**config.mk**
```make
export PLATFORM = sky130hd
export DESIGN_NAME = object_stream_memory_loader
export DESIGN_NICKNAME = d
export VERILOG_FILES = /design/src/rtl/core/osml_pkg.sv /design/src/rtl/core/osml_front.sv /design/src/rtl/core/osml_queue.sv /design/src/rtl/core/osml_back.sv /design/src/rtl/core/object_stream_memory_loader.sv
export SDC_FILE = /design/constraint.sdc
export NUM_CORES = 1
export LEC_CHECK = 0
export BUFFER_PORTS_ARGS = -buffer_cell sky130_fd_sc_hd__buf_2
export CORE_MARGIN = 4
export CORE_UTILIZATION = 60
export CTS_BUF_LIST = sky130_fd_sc_hd__clkbuf_8 sky130_fd_sc_hd__clkbuf_16
export CTS_CLUSTER_DIAMETER = 50
export CTS_CLUSTER_SIZE = 16
export DETAILED_ROUTE_END_ITERATION = 7
export HOLD_SLACK_MARGIN = 0.03
export PLACE_DENSITY = 0.78
export REMOVE_ABC_BUFFERS = 1
export SLEW_MARGIN = 40
export SYNTH_ARGS = -nofsm -noshare
export SYNTH_HDL_FRONTEND = slang
export SYNTH_HIERARCHICAL = 1
export SYNTH_SLANG_ARGS = --single-unit
```
**constraint.sdc**
```tcl
create_clock -name clk -period 3.4 [get_ports clk]
set_input_delay 0.51 -clock clk [delete_from_list [all_inputs] [get_ports clk]]
set_output_delay 0.51 -clock clk [all_outputs]
set_load 0.02 [all_outputs]
```
**src/rtl/core/osml_pkg.sv**
```systemverilog
// ----------------------------------------------------------------------------
// Object stream memory loader package
// Types and constants shared by the loader modules.
// ----------------------------------------------------------------------------
`default_nettype none

package osml_pkg;

    localparam int ADDRESS_BITS_DEFAULT = 16;
    localparam int QUEUE_DEPTH          = 4;
    localparam int QUEUE_PTR_BITS       = $clog2(QUEUE_DEPTH);
    localparam int QUEUE_CNT_BITS       = $clog2(QUEUE_DEPTH + 1);

    localparam logic [15:0] DIR_CODE     = 16'hCADE;
    localparam logic [15:0] DIR_DATA     = 16'hDADA;
    localparam logic [15:0] DIR_SYMBOL   = 16'hC3B7;
    localparam logic [15:0] DIR_FILENAME = 16'hF17E;
    localparam logic [15:0] DIR_LINENUM  = 16'h715E;

    typedef enum logic [1:0] {
        KIND_WRITE = 2'd0,
        KIND_DONE  = 2'd1,
        KIND_TRUNC = 2'd2
    } kind_t;

    typedef enum logic [2:0] {
        PH_DIR_HI  = 3'd0,
        PH_DIR_LO  = 3'd1,
        PH_HDR_HI  = 3'd2,
        PH_HDR_LO  = 3'd3,
        PH_BODY_HI = 3'd4,
        PH_BODY_LO = 3'd5,
        PH_SKIP    = 3'd6
    } phase_t;

    typedef struct packed {
        logic [7:0] stream_byte;
        logic       stream_end;
    } in_item_t;

    typedef struct packed {
        kind_t       kind;
        logic [15:0] write_address;
        logic [15:0] write_data;
    } out_item_t;

endpackage

`default_nettype wire

```
**src/rtl/core/osml_front.sv**
```systemverilog
// ----------------------------------------------------------------------------
// Object stream memory loader front end
// Parses the byte stream and turns each accepted byte into at most one
// result transaction for the queue.
// ----------------------------------------------------------------------------
`default_nettype none

module osml_front
    import osml_pkg::*;
#(
    parameter int ADDRESS_BITS = ADDRESS_BITS_DEFAULT
) (
    input  wire logic      clk,
    input  wire logic      rst_n,
    input  wire logic      accept,
    input  wire in_item_t  byte_item,
    output logic           push,
    output out_item_t      push_item
);

    phase_t                    phase_reg, phase_next;
    logic [7:0]                held_reg, held_next;
    logic [15:0]               dir_reg, dir_next;
    logic [ADDRESS_BITS-1:0]   addr_reg, addr_next;
    logic [15:0]               count_reg, count_next;
    logic [1:0]                hidx_reg, hidx_next;

    logic [15:0]               word;
    logic [15:0]               count_dec;
    logic [15:0]               count_hdr;
    logic [ADDRESS_BITS-1:0]   addr_hdr;
    logic [1:0]                hidx_inc;
    logic [1:0]                hdr_words;
    logic                      dir_known;

    assign word      = {held_reg, byte_item.stream_byte};
    assign count_dec = count_reg - 16'd1;
    assign hidx_inc  = hidx_reg + 2'd1;
    assign hdr_words = (dir_reg == DIR_FILENAME) ? 2'd1 :
                       (dir_reg == DIR_LINENUM)  ? 2'd3 : 2'd2;
    assign dir_known = (word == DIR_CODE) || (word == DIR_DATA) ||
                       (word == DIR_SYMBOL) || (word == DIR_FILENAME) ||
                       (word == DIR_LINENUM);

    always_ff @(posedge clk or negedge rst_n)
    begin
        if (!rst_n)
        begin
            phase_reg <= PH_DIR_HI;
            held_reg  <= '0;
            dir_reg   <= '0;
            addr_reg  <= '0;
            count_reg <= '0;
            hidx_reg  <= '0;
        end
        else
        begin
            phase_reg <= phase_next;
            held_reg  <= held_next;
            dir_reg   <= dir_next;
            addr_reg  <= addr_next;
            count_reg <= count_next;
            hidx_reg  <= hidx_next;
        end
    end

    always_comb
    begin
        phase_next = phase_reg;
        held_next  = held_reg;
        dir_next   = dir_reg;
        addr_next  = addr_reg;
        count_next = count_reg;
        hidx_next  = hidx_reg;
        count_hdr  = count_reg;
        addr_hdr   = addr_reg;
        push       = 1'b0;
        push_item  = '{kind: KIND_WRITE, write_address: 16'd0, write_data: 16'd0};

        if (accept)
        begin
            if (byte_item.stream_end)
            begin
                push = 1'b1;
                push_item.kind = (phase_reg == PH_HDR_HI || phase_reg == PH_HDR_LO) ?
                                 KIND_TRUNC : KIND_DONE;
                phase_next = PH_DIR_HI;
                held_next  = '0;
                dir_next   = '0;
                addr_next  = '0;
                count_next = '0;
                hidx_next  = '0;
            end
            else
            begin
                unique case (phase_reg) inside
                    PH_DIR_LO:
                    begin
                        if (dir_known)
                        begin
                            dir_next   = word;
                            hidx_next  = '0;
                            phase_next = PH_HDR_HI;
                        end
                        else
                        begin
                            phase_next = PH_DIR_HI;
                        end
                    end
                    PH_HDR_HI, PH_BODY_HI:
                    begin
                        held_next  = byte_item.stream_byte;
                        phase_next = (phase_reg == PH_HDR_HI) ? PH_HDR_LO : PH_BODY_LO;
                    end
                    PH_HDR_LO:
                    begin
                        if (dir_reg == DIR_FILENAME)
                        begin
                            count_hdr = word;
                        end
                        else if (dir_reg != DIR_LINENUM)
                        begin
                            if (hidx_reg == 2'd0)
                                addr_hdr = word[ADDRESS_BITS-1:0];
                            else
                                count_hdr = word;
                        end
                        addr_next  = addr_hdr;
                        count_next = count_hdr;
                        if (hidx_inc >= hdr_words)
                        begin
                            hidx_next = '0;
                            if (dir_reg == DIR_LINENUM || count_hdr == 16'd0)
                                phase_next = PH_DIR_HI;
                            else if (dir_reg == DIR_CODE || dir_reg == DIR_DATA)
                                phase_next = PH_BODY_HI;
                            else
                                phase_next = PH_SKIP;
                        end
                        else
                        begin
                            hidx_next  = hidx_inc;
                            phase_next = PH_HDR_HI;
                        end
                    end
                    PH_BODY_LO:
                    begin
                        push                    = 1'b1;
                        push_item.kind          = KIND_WRITE;
                        push_item.write_address = 16'(addr_reg);
                        push_item.write_data    = word;
                        addr_next  = addr_reg + ADDRESS_BITS'(1);
                        count_next = count_dec;
                        phase_next = (count_dec == 16'd0) ? PH_DIR_HI : PH_BODY_HI;
                    end
                    PH_SKIP:
                    begin
                        count_next = count_dec;
                        if (count_dec == 16'd0)
                            phase_next = PH_DIR_HI;
                    end
                    default:
                    begin
                        held_next  = byte_item.stream_byte;
                        phase_next = PH_DIR_LO;
                    end
                endcase
            end
        end
    end

endmodule

`default_nettype wire

```
**src/rtl/core/osml_queue.sv**
```systemverilog
// ----------------------------------------------------------------------------
// Object stream memory loader queue
// Short first-in first-out buffer of result transactions between the front
// end and the output stage.
// ----------------------------------------------------------------------------
`default_nettype none

module osml_queue
    import osml_pkg::*;
(
    input  wire logic      clk,
    input  wire logic      rst_n,
    input  wire logic      push,
    input  wire out_item_t push_item,
    input  wire logic      pop,
    output logic           full,
    output logic           nonempty,
    output out_item_t      head_item
);

    out_item_t                 slot_reg [QUEUE_DEPTH];
    logic [QUEUE_PTR_BITS-1:0] wr_ptr_reg, wr_ptr_next;
    logic [QUEUE_PTR_BITS-1:0] rd_ptr_reg, rd_ptr_next;
    logic [QUEUE_CNT_BITS-1:0] cnt_reg, cnt_next;

    assign full      = (cnt_reg == QUEUE_CNT_BITS'(QUEUE_DEPTH));
    assign nonempty  = (cnt_reg != '0);
    assign head_item = slot_reg[rd_ptr_reg];

    always_comb
    begin
        wr_ptr_next = push ? wr_ptr_reg + QUEUE_PTR_BITS'(1) : wr_ptr_reg;
        rd_ptr_next = pop  ? rd_ptr_reg + QUEUE_PTR_BITS'(1) : rd_ptr_reg;
        cnt_next    = cnt_reg + QUEUE_CNT_BITS'(push) - QUEUE_CNT_BITS'(pop);
    end

    always_ff @(posedge clk)
    begin
        if (push)
            slot_reg[wr_ptr_reg] <= push_item;
    end

    always_ff @(posedge clk or negedge rst_n)
    begin
        if (!rst_n)
        begin
            wr_ptr_reg <= '0;
            rd_ptr_reg <= '0;
            cnt_reg    <= '0;
        end
        else
        begin
            wr_ptr_reg <= wr_ptr_next;
            rd_ptr_reg <= rd_ptr_next;
            cnt_reg    <= cnt_next;
        end
    end

endmodule

`default_nettype wire

```
**src/rtl/core/osml_back.sv**
```systemverilog
// ----------------------------------------------------------------------------
// Object stream memory loader output stage
// Moves queued result transactions into the output register and holds each
// one until the receiver takes it.
// ----------------------------------------------------------------------------
`default_nettype none

module osml_back
    import osml_pkg::*;
(
    input  wire logic      clk,
    input  wire logic      rst_n,
    input  wire logic      head_valid,
    input  wire out_item_t head_item,
    output logic           pop,
    input  wire logic      result_stall,
    output logic           result_valid,
    output out_item_t      result_item
);

    logic      valid_reg, valid_next;
    out_item_t item_reg;

    assign pop          = head_valid && (!valid_reg || !result_stall);
    assign valid_next   = pop || (valid_reg && result_stall);
    assign result_valid = valid_reg;
    assign result_item  = item_reg;

    always_ff @(posedge clk or negedge rst_n)
    begin
        if (!rst_n)
            valid_reg <= 1'b0;
        else
            valid_reg <= valid_next;
    end

    always_ff @(posedge clk)
    begin
        if (pop)
            item_reg <= head_item;
    end

endmodule

`default_nettype wire

```
**src/rtl/core/object_stream_memory_loader.sv**
```systemverilog
// ----------------------------------------------------------------------------
// Object stream memory loader
// Parses an object-file byte stream and issues memory write, completion and
// truncation transactions.
//
//   Channel   Direction  Handshake            Payload
//   byte      input      byte_valid/stall     in_item_t (stream_byte, stream_end)
//   result    output     result_valid/stall   out_item_t (kind, address, data)
//
// One byte per cycle unless stalled; each result is queued, then registered out.
// The byte side stalls only while the four-entry result queue is full.
// Reset returns the parser to expecting a directive and empties the queue.
// A stalled receiver holds the output register; the queue absorbs the rest.
// ----------------------------------------------------------------------------
`default_nettype none

module object_stream_memory_loader
    import osml_pkg::*;
#(
    parameter int ADDRESS_BITS = ADDRESS_BITS_DEFAULT
) (
    input  wire logic      clk,
    input  wire logic      rst_n,
    input  wire logic      byte_valid,
    output logic           byte_stall,
    input  wire in_item_t  byte_item,
    output logic           result_valid,
    input  wire logic      result_stall,
    output out_item_t      result_item
);

    logic      accept;
    logic      push;
    out_item_t push_item;
    logic      pop;
    logic      full;
    logic      nonempty;
    out_item_t head_item;

    assign byte_stall = full;
    assign accept     = byte_valid && !full;

    osml_front #(
        .ADDRESS_BITS (ADDRESS_BITS)
    ) u_front (
        .clk       (clk),
        .rst_n     (rst_n),
        .accept    (accept),
        .byte_item (byte_item),
        .push      (push),
        .push_item (push_item)
    );

    osml_queue u_queue (
        .clk       (clk),
        .rst_n     (rst_n),
        .push      (push),
        .push_item (push_item),
        .pop       (pop),
        .full      (full),
        .nonempty  (nonempty),
        .head_item (head_item)
    );

    osml_back u_back (
        .clk          (clk),
        .rst_n        (rst_n),
        .head_valid   (nonempty),
        .head_item    (head_item),
        .pop          (pop),
        .result_stall (result_stall),
        .result_valid (result_valid),
        .result_item  (result_item)
    );

endmodule

`default_nettype wire

```
==> impl_metrics.sql <==
INSERT INTO impl_metrics (metric_group, metric, value, unit) VALUES
('setup_path', 'reg2reg_setup_slack', '700', 'ps'),
('die', 'io-pin-count', '49', ''),
('global_route', 'grt_start_max_net_pins', '43', ''),
('cts', 'clk_pin_slew_worst_paths', '70', 'ps'),
('timing', 'final_period_minus_worst_setup_slack', '2700', 'ps'),
('placement', 'dp_hpwl', '14.1', 'mm'),
('global_route', 'grt_overflow_total', '0', ''),
('setup_path', 'regToRegStartpoint', 'u_front/phase_reg[0]', ''),
('setup_path', 'worst_ep_arrival_time', '3120', 'ps'),
('timing', 'finalCritPeriodShare', '79.5', '%'),
('logic_synthesis', 'synth_compound_gate_area_share', '9.28', '%'),
('cts', 'cts_tree', 'done', ''),
('logic_synthesis', 'seq_area_frac_synth', '64.7', '%'),
('power', 'lkg_pwr', '4.50', 'nW'),
('route', 'vias_per_cell', '6.42', ''),
('setup_path', 'cp_capture_type', 'register', ''),
('setup_path', 'crit_fanout', '16', ''),
('setup_path', 'critPathRequiredTime', '3820', 'ps'),
('timing', 'setup_repair_after_global_routing_missed_its_margin', 'no', ''),
('run', 'timing.max_cap.violations', '0', ''),
('cells_and_area', 'drive_gt1_share', '17.4', '%'),
('run_status', 'run_status', 'finished, final reports clean', ''),
('global_route', 'groute.usage.overall', '22.9', '%'),
('placement', 'count_of_buffers_inserted_at_the_top_level_ports', '48', ''),
('logic_synthesis', 'post_synth_inst_count', '754', ''),
('cells_and_area', 'final.fill_count', '1198', ''),
('route', 'first_iter_violations', '561', ''),
('setup_path', 'start_kind', 'register', ''),
('cells_and_area', 'layout.core_utilization', '67.5', '%'),
('min_path', 'min_delay_path_depth', '2', ''),
('logic_synthesis', 'ys_ff_latch', '239', ''),
('route', 'wl', '22.1', 'mm'),
('die', 'floorplan.core_area', '17300', 'um2'),
('setup_path', 'ff2ff_path_depth', '8', ''),
('logic_synthesis', 'synthXorXnorAreaFrac', '1.33', '%'),
('global_route', 'grt_antenna_before_repair', '0', ''),
('die', 'die_h', '141', 'um'),
('cells_and_area', 'layout_commonest_cell', 'sky130_fd_sc_hd__edfxtp_1', ''),
('logic_synthesis', 'synth_fa_ha_area_share', '1.61', '%'),
('cells_and_area', 'multiInputGateArea', '3400', 'um2'),
('min_path', 'hold_path_startpoint', 'result_stall', ''),
('cells_and_area', 'area_growth', '10.7', '%'),
('cts', 'cts-resized-gates', '0', ''),
('cts', 'clock_tree.buffer_depth', '3', ''),
('setup_path', 'critical_path_class', 'reg -> reg', ''),
('timing', 'setup_violations', '0', ''),
('cells_and_area', 'final-seq-area', '6840', 'um2'),
('timing', 'timing_max_transition_violations_final', '0', ''),
('route', 'antenna_left', '0', ''),
('logic_synthesis', 'synth-edff-count', '170', ''),
('logic_synthesis', 'async_flop_share', '28.9', '%'),
('timing', 'slew-limit-headroom', '50.1', '%'),
('power', 'power_per_cell_area', '822', 'nW/um2'),
('global_route', 'via_count_of_the_first_global_routing_pass', '6763', ''),
('logic_synthesis', 'post_synth_instance_area', '10600', 'um2'),
('cells_and_area', 'layout.cells.most_common_list', 'sky130_fd_sc_hd__edfxtp_1 (170), sky130_fd_sc_hd__dfrtp_1 (67), sky130_fd_sc_hd__nand2_1 (55)', ''),
('timing', 'worst_slew_pin_slew', '747', 'ps'),
('cts', 'cts_setup_buffers', '0', ''),
('placement', 'place_congestion', '0.907', ''),
('min_path', 'hold_class', 'in -> reg', ''),
('logic_synthesis', 'yosys_warnings', '6', ''),
('logic_synthesis', 'synth_simple_gate_area_share', '11.7', '%'),
('die', 'row_count', '48', ''),
('logic_synthesis', 'dominant_combinational_cell_family_by_area_after_synthesis', 'simple AND/OR/NAND/NOR gates', ''),
('power', 'max-vdd-ir-drop', '577', 'uV'),
('cts', 'clk-insertion-delay-late', '500', 'ps'),
('timing', 'fin_skew', '17.9', 'ps'),
('timing', 'setup_tns', '0', 'ps'),
('min_path', 'hold_end', 'u_back/result_valid', ''),
('logic_synthesis', 'avgSynthCellArea', '14.0', 'um2'),
('logic_synthesis', 'ys.flop_type', 'sky130_fd_sc_hd__edfxtp_1', '');
==> worst max-delay path, cell delays in order (launching register included) <==
cell and delay, ps:
sky130_fd_sc_hd__dfrtp_1 530, sky130_fd_sc_hd__and3b_1 700, sky130_fd_sc_hd__buf_4 330, sky130_fd_sc_hd__nand4_1 250, sky130_fd_sc_hd__nor2_1 240, sky130_fd_sc_hd__nand2_1 110
sky130_fd_sc_hd__o21ai_0 200, sky130_fd_sc_hd__a21oi_1 100, sky130_fd_sc_hd__a21oi_1 150
==> worst max-delay path by stage <==
stage | end | cells after the start | slack [ps]
final | u_front/addr_reg[14] | 8 | 700
after global routing | u_front/addr_reg[14] | 8 | 490
after CTS | u_front/addr_reg[14] | 8 | 710
after detailed placement | u_front/dir_reg[2] | 7 | 700
after global placement | u_front/dir_reg[2] | 7 | 790
after floorplan | u_queue/slot_reg[1][0] | 3 | 510
==> kinds of logic after synthesis <==
kind of cell             count (synthesis)
adder cells (fa/ha/maj)                 13
AND/OR/NAND/NOR                        230
AO/OA/AOI/OAI                          148
buffers and inverters                   66
XOR/XNOR                                16
multiplexers                            42
flip-flops                             239
==> stage by stage <==
stage / hold slack (ps) / area (um2) / cells / setup WS, ps
floorplan: 214 / 10300 / 710 / 506
global placement: 459 / 11000 / 1000 / 786
detailed placement: 462 / 11000 / 1000 / 698
CTS: 242 / 11700 / 1040 / 714
global route: 261 / 11700 / 1040 / 493
finish: 261 / 11700 / 1040 / 698
==> per-layer routing <==
metal	track usage (%)	wire (um)
met1	32.3	9220
met2	37.4	10900
met3	3.12	1470
met4	7.55	522
met5	0	0
==> Yosys cell counts, types with 9 or more instances <==
library cell,n,share of area (%)
sky130_fd_sc_hd__o21ai_0,36,1.7
sky130_fd_sc_hd__nand2_1,55,2.0
sky130_fd_sc_hd__a22o_1,17,1.4
sky130_fd_sc_hd__and2_1,9,0.53
sky130_fd_sc_hd__nor4_1,11,0.65
sky130_fd_sc_hd__and3_1,35,2.1
sky130_fd_sc_hd__ha_1,12,1.4
sky130_fd_sc_hd__nor2_1,42,1.5
sky130_fd_sc_hd__mux4_2,28,6.0
sky130_fd_sc_hd__nand3_1,21,1.0
sky130_fd_sc_hd__dfrtp_1,69,16
sky130_fd_sc_hd__nor3_1,12,0.57
sky130_fd_sc_hd__a21oi_1,33,1.6
sky130_fd_sc_hd__inv_1,21,0.75
sky130_fd_sc_hd__edfxtp_1,170,48
sky130_fd_sc_hd__clkbuf_1,29,1.0
==> repair_timing <==
action                                  CTS  global route
hold buffers                              1             0
endpoints found under the setup margin    0             0
endpoints found under the hold margin    39             0
==> area by class of cell <==
type	instances	area share, %
clock buffers	23	4.93
clock inverters	16	0.942
inverters	22	0.707
multi-input cells	449	29.1
flip-flops and latches	239	58.5
well taps	225	2.41
repair buffers	66	3.36
==> report_power, final <==
group          total [mW]  switching (mW)  internal, mW
Sequential           4.53           0.624          3.91
Clock                2.31            1.06          1.25
Combinational        2.76            1.57          1.19
No activity file was read; power rests on OpenSTA's default activity.
